===== src/rtl/wsd_pkg.sv =====
// Shared types, constants and helpers for the WebSocket frame deframer.
`default_nettype none

package wsd_pkg;

  // Width of the length accumulator, fixed by the 64-bit extended length field.
  localparam int unsigned AccBits = 64;

  // Largest frame length that the block tracks, in bits (16 to 64).
  localparam int unsigned LENGTH_BITS = 64;

  // Largest representable length; longer lengths saturate to this value.
  localparam logic [AccBits-1:0] LENGTH_MAX = {AccBits{1'b1}} >> (AccBits - LENGTH_BITS);

  // Opcode of a close frame.
  localparam logic [3:0] OPCODE_CLOSE = 4'h8;

  // Seven-bit length codes that announce an extended length.
  localparam logic [6:0] LEN7_EXT16 = 7'd126;
  localparam logic [6:0] LEN7_EXT64 = 7'd127;

  // Byte counts that close the extended length and mask key phases.
  localparam logic [2:0] LEN16_BYTES    = 3'd2;
  localparam logic [2:0] LEN64_WRAP     = 3'd0;
  localparam logic [2:0] MASK_KEY_BYTES = 3'd4;

  // Parser phases; the spare code behaves as the first header byte phase.
  typedef enum logic [2:0] {
    PH_HDR0    = 3'd0,
    PH_HDR1    = 3'd1,
    PH_LEN16   = 3'd2,
    PH_LEN64   = 3'd3,
    PH_MASK    = 3'd4,
    PH_PAYLOAD = 3'd5,
    PH_DEAD    = 3'd6
  } phase_e;

  // One result transaction as it travels from the parser to the output register.
  typedef struct packed {
    logic [7:0] payload_byte;
    logic       byte_valid;
    logic       frame_end;
    logic [3:0] frame_opcode;
    logic       final_fragment;
    logic [2:0] reserved_bits;
    logic       closing;
  } result_t;

  // Clamp a received length to the largest value of LENGTH_BITS bits.
  function automatic logic [AccBits-1:0] saturate_len(input logic [AccBits-1:0] value);
    logic over;
    over = 1'b0;
    for (int i = LENGTH_BITS; i < AccBits; i++) begin
      over = over | value[i];
    end
    return over ? LENGTH_MAX : value;
  endfunction

endpackage

`default_nettype wire


===== src/rtl/wsd_input_stage.sv =====
// Input register that holds one stream byte until the parser takes it.
`default_nettype none

module wsd_input_stage
  import wsd_pkg::*;
(
  input  wire logic       clk_i,
  input  wire logic       rst_ni,
  input  wire logic       in_valid_i,
  output logic            in_stall_o,
  input  wire logic [7:0] stream_byte_i,
  input  wire logic       fire_i,
  output logic            held_valid_o,
  output logic [7:0]      held_byte_o
);

  logic       held_valid_q, held_valid_d;
  logic [7:0] held_byte_q;
  logic       accept;

  // The register stalls the sender only while its byte cannot move on.
  assign in_stall_o = held_valid_q && !fire_i;
  assign accept     = in_valid_i && !in_stall_o;

  // Occupancy follows accepted and consumed transactions.
  always_comb begin
    held_valid_d = held_valid_q;
    if (accept) begin
      held_valid_d = 1'b1;
    end else if (fire_i) begin
      held_valid_d = 1'b0;
    end
  end

  always_ff @(posedge clk_i or negedge rst_ni) begin
    if (!rst_ni) begin
      held_valid_q <= 1'b0;
    end else begin
      held_valid_q <= held_valid_d;
    end
  end

  // The byte itself needs no reset.
  always_ff @(posedge clk_i) begin
    if (accept) begin
      held_byte_q <= stream_byte_i;
    end
  end

  assign held_valid_o = held_valid_q;
  assign held_byte_o  = held_byte_q;

endmodule

`default_nettype wire


===== src/rtl/wsd_frame_fsm.sv =====
// Frame header parser, length tracker and payload unmasking.
`default_nettype none

module wsd_frame_fsm
  import wsd_pkg::*;
(
  input  wire logic       clk_i,
  input  wire logic       rst_ni,
  input  wire logic       step_i,
  input  wire logic [7:0] byte_i,
  output logic            has_result_o,
  output result_t         result_o
);

  phase_e             phase_q, phase_d;
  logic [2:0]         count_q, count_d;
  logic               fin_q, fin_d;
  logic [2:0]         rsv_q, rsv_d;
  logic [3:0]         opcode_q, opcode_d;
  logic               masked_q, masked_d;
  logic [AccBits-1:0] length_q, length_d;
  logic [31:0]        key_q, key_d;
  logic [1:0]         index_q, index_d;

  // Shared decode of the current byte.
  logic [2:0]         count_inc;
  logic [AccBits-1:0] length_shift;
  logic [AccBits-1:0] length_dec;
  logic [AccBits-1:0] length_known;
  logic               known;
  logic               known_mask;
  logic               enter;
  logic               emit;
  logic               emit_end;
  logic               emit_data;
  logic [7:0]         key_byte;

  assign count_inc    = count_q + 3'd1;
  assign length_shift = {length_q[AccBits-9:0], byte_i};
  assign length_dec   = (length_q != '0) ? length_q - AccBits'(1) : length_q;
  assign key_byte     = masked_q ? key_q[{~index_q, 3'b000} +: 8] : 8'h00;

  // Work out whether this byte completes the length, the key or a frame.
  always_comb begin
    known        = 1'b0;
    known_mask   = masked_q;
    length_known = length_q;
    enter        = 1'b0;
    emit_data    = 1'b0;
    emit_end     = 1'b0;
    case (phase_q)
      PH_DEAD: begin
      end
      PH_HDR1: begin
        known_mask   = byte_i[7];
        length_known = saturate_len({{(AccBits-7){1'b0}}, byte_i[6:0]});
        known        = (byte_i[6:0] != LEN7_EXT16) && (byte_i[6:0] != LEN7_EXT64);
      end
      PH_LEN16: begin
        length_known = saturate_len(length_shift);
        known        = (count_inc == LEN16_BYTES);
      end
      PH_LEN64: begin
        length_known = saturate_len(length_shift);
        known        = (count_inc == LEN64_WRAP);
      end
      PH_MASK: begin
        length_known = length_q;
        enter        = (count_inc >= MASK_KEY_BYTES);
      end
      PH_PAYLOAD: begin
        emit_data = 1'b1;
        emit_end  = (length_dec == '0);
      end
      default: begin
      end
    endcase
    // An unmasked frame goes straight to the payload once its length is known, or ends if it is zero.
    if (known && !known_mask) begin
      enter = 1'b1;
    end
    if (enter && (length_known == '0)) begin
      emit_end = 1'b1;
    end
    emit = emit_data || emit_end;
  end

  // Next state of the parser.
  always_comb begin
    phase_d  = phase_q;
    count_d  = count_q;
    fin_d    = fin_q;
    rsv_d    = rsv_q;
    opcode_d = opcode_q;
    masked_d = masked_q;
    length_d = length_q;
    key_d    = key_q;
    index_d  = index_q;
    case (phase_q)
      PH_DEAD: begin
      end
      PH_HDR1: begin
        masked_d = byte_i[7];
        length_d = '0;
        key_d    = '0;
        count_d  = '0;
        if (byte_i[6:0] == LEN7_EXT16) begin
          phase_d = PH_LEN16;
        end else if (byte_i[6:0] == LEN7_EXT64) begin
          phase_d = PH_LEN64;
        end
      end
      PH_LEN16, PH_LEN64: begin
        length_d = length_shift;
        count_d  = count_inc;
      end
      PH_MASK: begin
        key_d   = {key_q[23:0], byte_i};
        count_d = count_inc;
      end
      PH_PAYLOAD: begin
        index_d  = index_q + 2'd1;
        length_d = length_dec;
      end
      default: begin
        fin_d    = byte_i[7];
        rsv_d    = byte_i[6:4];
        opcode_d = byte_i[3:0];
        phase_d  = PH_HDR1;
        count_d  = '0;
      end
    endcase
    // Length complete: clamp it, then fetch the key or start the payload.
    if (known) begin
      length_d = length_known;
      count_d  = '0;
      if (known_mask) begin
        phase_d = PH_MASK;
      end
    end
    if (enter) begin
      index_d = '0;
      count_d = '0;
      if (length_known != '0) begin
        phase_d = PH_PAYLOAD;
      end
    end
    // A finished frame returns to the header, or stops the stream on close.
    if (emit_end) begin
      phase_d = (opcode_q == OPCODE_CLOSE) ? PH_DEAD : PH_HDR0;
      count_d = '0;
    end
  end

  // Result fields of the current byte.
  always_comb begin
    has_result_o            = emit;
    result_o.payload_byte   = emit_data ? (byte_i ^ key_byte) : 8'h00;
    result_o.byte_valid     = emit_data;
    result_o.frame_end      = emit_end;
    result_o.frame_opcode   = opcode_q;
    result_o.final_fragment = fin_q;
    result_o.reserved_bits  = rsv_q;
    result_o.closing        = emit_end && (opcode_q == OPCODE_CLOSE);
  end

  always_ff @(posedge clk_i or negedge rst_ni) begin
    if (!rst_ni) begin
      phase_q  <= PH_HDR0;
      count_q  <= '0;
      fin_q    <= 1'b0;
      rsv_q    <= '0;
      opcode_q <= '0;
      masked_q <= 1'b0;
      length_q <= '0;
      key_q    <= '0;
      index_q  <= '0;
    end else if (step_i) begin
      phase_q  <= phase_d;
      count_q  <= count_d;
      fin_q    <= fin_d;
      rsv_q    <= rsv_d;
      opcode_q <= opcode_d;
      masked_q <= masked_d;
      length_q <= length_d;
      key_q    <= key_d;
      index_q  <= index_d;
    end
  end

endmodule

`default_nettype wire


===== src/rtl/wsd_output_stage.sv =====
// Result register that presents one result transaction to the receiver.
`default_nettype none

module wsd_output_stage
  import wsd_pkg::*;
(
  input  wire logic    clk_i,
  input  wire logic    rst_ni,
  input  wire logic    load_i,
  input  wire result_t result_i,
  output logic         free_o,
  output logic         out_valid_o,
  input  wire logic    out_stall_i,
  output result_t      result_o
);

  logic    valid_q, valid_d;
  result_t result_q;

  // The register can take a new result when empty or when it is being taken.
  assign free_o = !valid_q || !out_stall_i;

  always_comb begin
    valid_d = valid_q;
    if (load_i) begin
      valid_d = 1'b1;
    end else if (!out_stall_i) begin
      valid_d = 1'b0;
    end
  end

  always_ff @(posedge clk_i or negedge rst_ni) begin
    if (!rst_ni) begin
      valid_q <= 1'b0;
    end else begin
      valid_q <= valid_d;
    end
  end

  always_ff @(posedge clk_i) begin
    if (load_i) begin
      result_q <= result_i;
    end
  end

  assign out_valid_o = valid_q;
  assign result_o    = result_q;

endmodule

`default_nettype wire


===== src/rtl/websocket_frame_deframer_unit.sv =====
// Top level of the WebSocket frame deframer.
//
//   Channel | Direction | Handshake              | Payload
//   --------+-----------+------------------------+-----------------------------------
//   input   | in        | in_valid_i, in_stall_o | stream_byte_i
//   output  | out       | out_valid_o,out_stall_i| payload_byte_o, byte_valid_o,
//           |           |                        | frame_end_o, frame_opcode_o,
//           |           |                        | final_fragment_o, reserved_bits_o,
//           |           |                        | closing_o
//
// One byte is accepted per cycle unless the sender is stalled. The parser step
// between the input and result registers sets the rate and includes the 64-bit
// length decrement of the payload phase. Reset clears all parser state and the
// valid flags of both registers; no clearing pass is needed. A stalled receiver
// holds the result register; the sender is stalled only when the held byte
// yields a result and the result register is full and stalled.
`default_nettype none

module websocket_frame_deframer_unit
  import wsd_pkg::*;
(
  input  wire logic       clk_i,
  input  wire logic       rst_ni,
  input  wire logic       in_valid_i,
  output logic            in_stall_o,
  input  wire logic [7:0] stream_byte_i,
  output logic            out_valid_o,
  input  wire logic       out_stall_i,
  output logic [7:0]      payload_byte_o,
  output logic            byte_valid_o,
  output logic            frame_end_o,
  output logic [3:0]      frame_opcode_o,
  output logic            final_fragment_o,
  output logic [2:0]      reserved_bits_o,
  output logic            closing_o
);

  logic       held_valid;
  logic [7:0] held_byte;
  logic       has_result;
  logic       out_free;
  logic       fire;
  logic       load;
  result_t    step_result;
  result_t    out_result;

  // The held byte moves on unless its result would find the output register busy.
  assign fire = held_valid && (!has_result || out_free);
  assign load = fire && has_result;

  wsd_input_stage u_input (
    .clk_i         (clk_i),
    .rst_ni        (rst_ni),
    .in_valid_i    (in_valid_i),
    .in_stall_o    (in_stall_o),
    .stream_byte_i (stream_byte_i),
    .fire_i        (fire),
    .held_valid_o  (held_valid),
    .held_byte_o   (held_byte)
  );

  wsd_frame_fsm u_fsm (
    .clk_i        (clk_i),
    .rst_ni       (rst_ni),
    .step_i       (fire),
    .byte_i       (held_byte),
    .has_result_o (has_result),
    .result_o     (step_result)
  );

  wsd_output_stage u_output (
    .clk_i       (clk_i),
    .rst_ni      (rst_ni),
    .load_i      (load),
    .result_i    (step_result),
    .free_o      (out_free),
    .out_valid_o (out_valid_o),
    .out_stall_i (out_stall_i),
    .result_o    (out_result)
  );

  assign payload_byte_o   = out_result.payload_byte;
  assign byte_valid_o     = out_result.byte_valid;
  assign frame_end_o      = out_result.frame_end;
  assign frame_opcode_o   = out_result.frame_opcode;
  assign final_fragment_o = out_result.final_fragment;
  assign reserved_bits_o  = out_result.reserved_bits;
  assign closing_o        = out_result.closing;

  // Once a close result is taken, no further result may follow.
  assert property (@(posedge clk_i) disable iff (!rst_ni)
    (out_valid_o && !out_stall_i && closing_o) |=> !out_valid_o)
    else $error("result delivered after close frame");

  // A result without a payload byte is a frame end and carries a zero byte.
  assert property (@(posedge clk_i) disable iff (!rst_ni)
    (out_valid_o && !byte_valid_o) |-> (frame_end_o && (payload_byte_o == 8'h00)))
    else $error("empty result is not a clean frame end");

  // The sender is stalled only while the input register holds a byte.
  assert property (@(posedge clk_i) disable iff (!rst_ni)
    in_stall_o |-> held_valid)
    else $error("input stalled with empty input register");

  // A result is loaded only into a register that is empty or being emptied.
  assert property (@(posedge clk_i) disable iff (!rst_ni)
    (load && out_valid_o) |-> !out_stall_i)
    else $error("result register overwritten while stalled");

endmodule

`default_nettype wire


===== config.mk =====
export PLATFORM = sky130hd
export DESIGN_NAME = websocket_frame_deframer_unit
export DESIGN_NICKNAME = d
export VERILOG_FILES = /design/src/rtl/wsd_pkg.sv /design/src/rtl/wsd_input_stage.sv /design/src/rtl/wsd_frame_fsm.sv /design/src/rtl/wsd_output_stage.sv /design/src/rtl/websocket_frame_deframer_unit.sv
export SDC_FILE = /design/constraint.sdc
export NUM_CORES = 1
export LEC_CHECK = 0
export BUFFER_PORTS_ARGS = -buffer_cell sky130_fd_sc_hd__buf_4
export CORE_MARGIN = 2
export CORE_UTILIZATION = 49
export CTS_BUF_LIST = sky130_fd_sc_hd__clkbuf_8
export DETAILED_ROUTE_END_ITERATION = 6
export HOLD_SLACK_MARGIN = 0.02
export PLACE_DENSITY = 0.66
export SYNTH_ARGS = -nofsm -noshare
export SYNTH_HDL_FRONTEND = slang
export SYNTH_HIERARCHICAL = 1
export SYNTH_SLANG_ARGS = --single-unit
export TNS_END_PERCENT = 10

===== constraint.sdc =====
create_clock -name clk_i -period 13.8 [get_ports clk_i]
set_input_delay 2.07 -clock clk_i [delete_from_list [all_inputs] [get_ports clk_i]]
set_output_delay 2.07 -clock clk_i [all_outputs]
set_load 0.05 [all_outputs]

[Word-level counts from Yosys, hierarchy flattened]
Index checks and enable logic that the tools add are counted.
Storage, ports and cells
  register bits: 142
Cells by class
  bitwise operators: 3
  multiplexer cells: 32
  shift operators: 1
  magnitude comparators: 1
  $add $sub $neg: 3
  reduce and logical (&&, ||, !) cells: 36
  eq/ne operators: 14
Operator list (count)
  64-bit case mux with 3 select lines: 1
  64-bit zero test: 2
  64-bit two-way mux: 2
  64-bit case mux with 2 select lines: 1
  64-bit nonzero test: 2
  32-bit case mux with 2 select lines: 1
  64-bit by 1-bit subtractor with 64-bit output (second input constant): 1
  3-bit two-way mux: 11
  32-bit by 6-bit indexed part select with 8-bit output: 1
  7-bit == test (second input constant): 2
  7-bit inequality test (second input constant): 2
  3-bit case mux with 2 select lines: 2
  1-bit two-way mux: 10
  2-bit AND reduction: 5
  3-bit by 2-bit == test with 1-bit output (second input constant): 3
  3-bit == test (second input constant): 3
  1-bit logical AND: 8
  8-bit two-way mux: 1
  8-bit bitwise XOR: 1
  1-bit zero test: 6
  2-bit nonzero test: 3
  6-bit OR reduction: 1
  5-bit OR reduction: 1
  4-bit == test (second input constant): 1
  other kinds (15): 19

[Depth between registers and ports, before layout]
Gate-level depths: netlist of the first run.
  depth in word-level cells: 16
  gate-level depth with buffers: 21
  depth with buffers taken out: 18

[Hierarchy]
The synthesis of the first run kept the hierarchy.
Modules (own cells, without submodules)
  wsd_frame_fsm: cells each 980, area an instance 7873.8 µm², seq. area each 2827.7 µm², instances 1
  wsd_output_stage: cells each 22, area an instance 606.8 µm², seq. area each 595.6 µm², instances 1
  wsd_input_stage: cells each 13, area an instance 297.8 µm², seq. area each 265.3 µm², instances 1
  websocket_frame_deframer_unit: cells each 3, area an instance 18.8 µm², seq. area each 0.0 µm², instances 1

[Least setup slack after synthesis of the first run]
Ideal clock, no wire load.
  path kind: register to output
  start: register u_fsm.length_q[0]
  end: output port in_stall_o
  data required time: 11.730 ns
  cell stages (with the launch flop): 17
  slack: 7.927 ns
  arrival time: 3.803 ns
  path through: dfrtp_1 > clkbuf_1 > inv_1 > ha_1 > nor4b_1 > nand4_1 > clkbuf_1 > or3_1 > a2111oi_0 > mux2i_1 > o2111ai_1 > nor4_2 > a31oi_1 > nand2_1 > a21boi_1 > nand2b_4 > inv_1
Between the ends
  cells in the longest elaborated chain, start to end: 11
  elaborated cells on any way between the ends: 15
Ends and longest elaborated chain
  start, declared: RTL line wsd_frame_fsm.sv:21  | logic [AccBits-1:0] length_q, length_d;
  start signal, assigned: RTL line wsd_frame_fsm.sv:185  | length_q <= length_d;
  64-bit by 1-bit subtractor with 64-bit output / 64-bit nonzero test (equally long branches): RTL line wsd_frame_fsm.sv:40  | assign length_dec = (length_q != '0) ? length_q - AccBits'(1) : length_q;
  64-bit two-way mux: RTL line wsd_frame_fsm.sv:40
  64-bit zero test: RTL line wsd_frame_fsm.sv:73  | emit_end = (length_dec == '0);
  1-bit two-way mux: RTL line wsd_frame_fsm.sv:51  | case (phase_q)
  1-bit two-way mux *: RTL line wsd_frame_fsm.sv:82  | if (enter && (length_known == '0)) begin
  1-bit logical OR *: RTL line wsd_frame_fsm.sv:85  | emit = emit_data || emit_end;
  named net has_result: RTL line websocket_frame_deframer_unit.sv:40  | logic has_result;
  1-bit zero test *: RTL line websocket_frame_deframer_unit.sv:48  | assign fire = held_valid && (!has_result || out_free);
  1-bit logical OR *: RTL line websocket_frame_deframer_unit.sv:48
  1-bit logical AND *: RTL line websocket_frame_deframer_unit.sv:48
  named net fire: RTL line websocket_frame_deframer_unit.sv:42  | logic fire;
  1-bit zero test *: RTL line wsd_input_stage.sv:22  | assign in_stall_o = held_valid_q && !fire_i;
  1-bit logical AND *: RTL line wsd_input_stage.sv:22
  end, declared: RTL line websocket_frame_deframer_unit.sv:25  | output logic in_stall_o,
Mark *: on every way through the listed nets, which the timed path passes. The rest lies on a longest branch.

[Worst setup path after layout of the first run]
  start: register u_fsm.length_q[19]
  end: output port in_stall_o
The elaborated chain is that of the path after synthesis.

==> results of run 1 <==
## state kept, by name, indices dropped and copies added (netlist names)
register,flops
u_fsm/count_q,3
u_fsm/opcode_q,4
u_fsm/rsv_q,3
u_fsm/key_q,32
u_input/held_valid_o,1
u_fsm/fin_q,1
u_fsm/masked_q,1
u_output/out_valid_o,1
u_output/result_o,19
u_fsm/phase_q,3
u_fsm/index_q,2
u_input/held_byte_o,8
u_fsm/length_q,64
## critical path: stages (launching register included)
cell and delay [ps]:
dfrtp_1 510, nor4_1 700, nand2_1 370, nor4_1 880
and2_1 220, buf_4 320, nor3_1 160, o32ai_1 230
nor4_1 130, a31oi_1 590, nand2_1 140, a21boi_1 200
nand2b_4 160, inv_1 40, buf_4 180
## placed cells by master (no fill, tap or decap), types with 4 or more instances in the layout
cell      synthesis  routed
inv_6             0       5
xnor2_1           7       7
nor2_1           83      81
dfrtp_1         115     115
and2_1            5       5
or2_2             6       6
a31oi_1          11      11
clkbuf_8          0      17
edfxtp_1         27      27
ha_1              6       6
a32oi_1           9       9
mux4_2            8       8
nand2b_1          9       9
o22ai_1           9       9
nor3b_1           4       4
or3_1            19      19
nor4b_1           5       5
nand3_1          19      19
and3_1           14      14
buf_4             3      43
nor4_1           43      43
a22o_1           33      33
a22oi_1          28      28
o21ai_0         136     136
xor2_1           18      18
nand4_1          15      15
mux2_2            9       9
a21oi_1          54      54
inv_1            16      17
or4_1            20      20
nor3_1           49      49
nand2_1          85      85
## layer usage
layer	wire length [um]	track usage (%)
met1	12340	45.11
met2	12670	45.49
met3	2985	7.237
met4	789	11.22
met5	0	0
## logic make-up after synthesis
kind of cell / Yosys count / synth area share (%)
and+or+nand+nor: 399 / 23.98
AOI/OAI and AO/OA: 319 / 22.43
DFF: 142 / 41.93
buffers and inverters: 107 / 4.779
xor gates and xnor gates: 25 / 2.489
muxes: 20 / 3.541
adders and majority gates: 6 / 0.8533
## final cells by class
cell class	instances	area (um2)
fillers	1599	7980
multi-input cells	769	4701
flip-flops and latches	142	3689
repair buffers	43	322.8
well taps	225	281.5
clock buffers	17	234.0
clock inverters	15	148.9
inverters	16	60.06
## per-stage QoR
stage	instances	setup WS (ps)	area, um2	util, %
2_1_floorplan	1018	7927	8797	-
3_3_place_gp	1195	7102	9054	51.98
3_5_place_dp	1195	7017	9054	51.98
4_1_cts	1227	6482	9437	54.18
5_1_grt	1227	6044	9437	54.18
6_report	1227	6398	9437	54.18
## worst paths after layout
check,start,endpoint,slack [ps]
max,u_fsm/length_q[19],in_stall_o,6400
min,u_fsm/rsv_q[1],u_output/result_o[2],450
max reg2reg,u_fsm/length_q[19],u_fsm/key_q[27],7620
min reg2reg,u_fsm/rsv_q[1],u_output/result_o[2],450
max in group asynchronous,rst_ni,u_fsm/length_q[60],10850
min in group asynchronous,rst_ni,u_fsm/rsv_q[2],1610
==> summary.md, run 1 <==
| Metric | Value |
|---|---|
| Number of maximum-capacitance violations | 0 |
| Clock tree sinks | 142 |
| I/O pin count | 33 |
| Number of global-route vias before repair | 7806 |
| Type of the worst setup path | reg2out |
| Cell types with the highest counts after synthesis | o21ai_0 (136), dfrtp_1 (115), nand2_1 (85) |
| Most used standard cell by instance count after synthesis | o21ai_0 |
| Cell depth of the worst min-delay path | 0 |
| DRC Markers | 0 |
| Buffers added on ports | 32 |
| Register clock-pin slew on the reported worst setup and hold paths | 90 ps |
| Average wire per standard cell | 23.47 um |
| Final Skew | 16.47 ps |
| Setup repair after global routing missed its margin | no |
| Post-Syn Area | 8797 um2 |
| Actual transition at the worst max-transition pin | 1067 ps |
| Arrival time of data at the critical path endpoint | 5330 ps |
| CTS tree | yes |
| Area overhead of the layout relative to synthesis | 7.268% |
| Synthesized netlist cell count | 1018 |
| Total of endpoints with negative setup slack in the final report | 0 |
| YS warnings | 6 |
| Routed via count | 8393 |
| 1st-pass router iterations | 7 |
| Flip-flop and latch count after synthesis | 142 |
| Class of the worst hold path | reg2reg |
| Setup fix buffers added after clock tree synthesis | 0 |
| Max frequency | 0.1351 GHz |
| Portion of synthesized cell area occupied by the leading cell type | 32.71% |
| Vias/cell | 6.840 |
| Hold-fix buffers, CTS | 0 |
| Horizontal extent of the die | 138.0 um |
| Overall global routing resource usage | 31.12% |
| Overall die area | 19040 um2 |
| Cell type contributing the most total cell area after synthesis | dfrtp_1 |
| Maximum level of the CTS H-tree | 4 |
| Final hold violations | 0 |
| Share of synthesized area occupied by flip-flops and latches | 41.93% |
| Leading cell types by total area after synthesis | dfrtp_1 (33%), edfxtp_1 (9.2%), o21ai_0 (7.7%) |
| Async SR Flop Fraction | 80.99% |
| Clock buffer depth | 2 |
| CORE AREA | 17420 um2 |
| Post-synthesis area per instance | 8.642 um2 |
| RePlAce Congestion | 1.032 |
| Wire length of the first global-routing pass | 44950 um |
| DRC marker count from the first detailed-route iteration | 1214 |
| Setup crit end kind | output port |
| Final wirelength | 28790 um |
| Crit Path Max Fanout | 26 |
| Clock network latency to the later pin of the worst-skew pair | 470 ps |
| Number of cells upsized or downsized after cts | 0 |
| Minimum clock period | 7402 ps |
| Height of the chip | 138.0 um |
| Crit path launch type | flop |
| Maximum number of pins on one net before global-route repair | 95 |
| Total congestion overflow after global routing | 0 |
| Tightest hold margin | 453.9 ps |
| Initial core utilization | 50.51% |
| Number of diodes added for antenna fixing | 0 |
| Row cnt | 48 |
| Logic depth of the worst register-to-register path | 15 |
| Post-route clock period utilization | 53.64% |
| Post-detailed-route count of antenna-violating nets | 0 |
| Total clock buffers created by CTS | 17 |
| Remaining max-slew budget at the tightest pin | 28.88% |
| Synth Net Count | 1036 |
| Layout net count | 1007 |
| Number of max-slew violations in the final report | 0 |
| Post-synthesis cell type count | 69 |
| Primary FF master, synth | dfrtp_1 |
| Clock root cell | clkbuf_8 |
| Detail Placement HPWL | 19340 um |
| Final TNS setup | 0 ps |
| Share of final-layout standard cells stronger than drive strength 1 | 11.08% |
| Number of flops mapped to enable cells by yosys | 27 |
| Data required time of the worst path | 11730 ps |
| Result of the run | finished clean |
| Initial antenna violation count | 0 |
Power of run 1 is left out: the tool's default activity adds up to more than one toggle a clock period on the data nets, which glitch-free logic cannot reach.
==> run 2: changes to the inputs <==
--- a/config.mk
+++ b/config.mk
@@ -11,7 +11,7 @@
 export CTS_BUF_LIST = sky130_fd_sc_hd__clkbuf_8
 export DETAILED_ROUTE_END_ITERATION = 6
 export HOLD_SLACK_MARGIN = 0.02
-export PLACE_DENSITY = 0.66
+export PLACE_DENSITY = 0.68
 export SYNTH_ARGS = -nofsm -noshare
 export SYNTH_HDL_FRONTEND = slang
 export SYNTH_HIERARCHICAL = 1
==> constraint.sdc (replaced) <==
create_clock -name clk_i -period 6.5 [get_ports clk_i]
set_input_delay 0.975 -clock clk_i [delete_from_list [all_inputs] [get_ports clk_i]]
set_output_delay 0.975 -clock clk_i [all_outputs]
set_load 0.05 [all_outputs]
==> run 2 against run 1 <==
Against the previous run:
- critical endpoint unchanged
- register-to-register slack worse by 6800 ps
- non-clock buffer count increased by 11
- design area is 1.0% higher
- die area unchanged
- sequential cell count unchanged
- final cell count up 0.90%
- hold slack improved by 9.3 ps
- clock skew decreased by 4.9 ps
- utilization rose by 0.55 points
- critical path type unchanged
- clock-buffer cell count unchanged
- first-iteration DRC count decreased by 16%
- via count grew 0.54%
==> summary.md, run 2 (synthesis gave the netlist of run 1 again) <==
| Metric | Value |
|---|---|
| Final TNS setup | 0 ps |
| Register clock-pin slew on the reported worst setup and hold paths | 100 ps |
| Horizontal extent of the die | 138.0 um |
| Crit Path Max Fanout | 11 |
| Clock buffer depth | 2 |
| Number of cells upsized or downsized after cts | 0 |
| Highest signal layer in the routed design | met5 |
| DRC marker count from the first detailed-route iteration | 1014 |
| Routed met2 length | 12480 um |
| Cells along the critical path | inv_1 -> ha_1 -> nor4b_1 -> nand4_1 -> nand2b_1 -> a2111oi_1 -> xnor2_1 -> o2111ai_1 -> nor4_2 -> a31oi_1 -> buf_4 -> nand2_1 -> a21boi_1 -> nand2b_4 -> inv_1 -> buf_4 |
| Result of the run | finished clean |
| Area overhead of the layout relative to synthesis | 8.349% |
| Remaining max-slew budget at the tightest pin | 22.57% |
| Post-placement cell count | 1206 |
| Arrival time of data at the critical path endpoint | 4940 ps |
| Final design instance area without fill | 9532 um2 |
| Final instance count without filler cells | 1238 |
| Number of diodes added for antenna fixing | 0 |
| CORE AREA | 17420 um2 |
| 1st-pass router iterations | 6 |
| Area used by multi-input combinational logic | 4701 um2 |
| Total congestion overflow after global routing | 0 |
| Row cnt | 48 |
| Met3 routed wirelength | 3033 um |
| Detail Placement HPWL | 19600 um |
| Vias/cell | 6.816 |
| Final Skew | 11.55 ps |
| Actual transition at the worst max-transition pin | 1151 ps |
| Number of filler cells placed in the layout | 1622 |
| Post-detailed-route count of antenna-violating nets | 0 |
| Overall die area | 19040 um2 |
| Hold-fix buffers, CTS | 0 |
| Area after detailed placement | 9149 um2 |
| Setup crit end kind | output port |
| Data required time of the worst path | 5520 ps |
| Setup repair after global routing missed its margin | no |
| Minimum clock period | 5911 ps |
| Largest stage delay on the critical path | 730 ps |
| CTS tree | yes |
| Detailed-route wire length on metal 1 | 12170 um |
| Height of the chip | 138.0 um |
| Routed via count | 8438 |
| Clock tree sinks | 142 |
| Clock network latency to the later pin of the worst-skew pair | 470 ps |
| Class of the worst hold path | reg2reg |
| Maximum number of pins on one net before global-route repair | 84 |
| Most common cell after layout, fill and taps aside | o21ai_0 |
| Buffers added on ports | 32 |
| DRC Markers | 0 |
| Final design utilization | 54.73% |
| Total of endpoints with negative setup slack in the final report | 0 |
| Most flop-heavy register | u_fsm/length_q |
| Setup fix buffers added after clock tree synthesis | 0 |
| Number of maximum-capacitance violations | 0 |
| CP max stage cell | a2111oi_1 |
| Overall global routing resource usage | 31.31% |
| Initial core utilization | 50.51% |
| Initial antenna violation count | 1 |
| Share of final-layout standard cells stronger than drive strength 1 | 12.04% |
| Total clock buffers created by CTS | 17 |
| Average wire per standard cell | 23.19 um |
| Final wirelength | 28710 um |
| Max frequency | 0.1692 GHz |
| Flip-flop and latch area | 3689 um2 |
| Post-route clock period utilization | 90.94% |
| Maximum level of the CTS H-tree | 4 |
| Number of max-slew violations in the final report | 0 |
| Final hold violations | 0 |
| RePlAce Congestion | 1.055 |
| Crit path launch type | flop |
| Type of the worst setup path | reg2out |
| Layout net count | 1018 |
| Most frequent cells in the layout | o21ai_0 (136), dfrtp_1 (115), nand2_1 (85) |
| I/O pin count | 33 |
| Max FFs per register | 64 |
| Wire length of the first global-routing pass | 45090 um |
| Number of global-route vias before repair | 7850 |
| Clock root cell | clkbuf_8 |
==> run 2: changes by cell type in the layout (fill, tap and decap cells not counted) <==
cell,change
buf_12,+1
buf_4,+10
bufinv_16,-1
clkinv_4,+1
clkinv_8,+2
clkinvlp_4,-1
inv_4,-1
inv_6,-1
inv_8,+1
==> run 2: worst paths after layout <==
path                              startpoint              endpoint  slack (ps)  cells after the start
setup reg to reg           u_fsm/length_q[0]        u_fsm/key_q[3]         830                     17
setup / recovery           u_fsm/length_q[0]            in_stall_o         590                     16
max in group asynchronous             rst_ni    u_fsm/length_q[45]        4640                      2
hold reg to reg               u_fsm/rsv_q[1]  u_output/result_o[2]         460                      0
hold / removal                u_fsm/rsv_q[1]  u_output/result_o[2]         460                      0
min in group asynchronous             rst_ni        u_fsm/rsv_q[0]         480                      1
==> run 2: final cells by class <==
type                            count  area share [%]
Inverter                           16          0.6301
Multi-Input combinational cell    769           49.32
Sequential cell                   142           38.70
Timing Repair Buffer               54           4.384
Clock inverter                     15           1.562
Tap cell                          225           2.954
Clock buffer                       17           2.455
==> run 2: stage by stage <==
stage	setup WS [ps]	hold slack, ps
4_1_cts	576.9	464.2
5_1_grt	125.7	476.4
2_1_floorplan	1722	419.4
3_5_place_dp	948.5	435.5
6_report	588.9	463.2
3_3_place_gp	1149	427.4
==> run 2: critical path: cells and delay by family, from the launching register on <==
family / cells / cell delay [ps]
simple gates: 6 / 1910
compound gates: 4 / 1060
buf+inv: 4 / 560
flops: 1 / 470
fa+ha+maj: 1 / 260
xor+xnor: 1 / 190
==> run 2: routing by layer <==
| metal | up-vias | global-route usage (%) |
|---|---|---|
| li1 | 3787 | - |
| met4 | 2 | 11.45 |
| met3 | 104 | 7.749 |
| met2 | 506 | 45.35 |
| met5 | - | 0 |
| met1 | 4039 | 45.41 |
Power of run 2 is left out for the same reason.
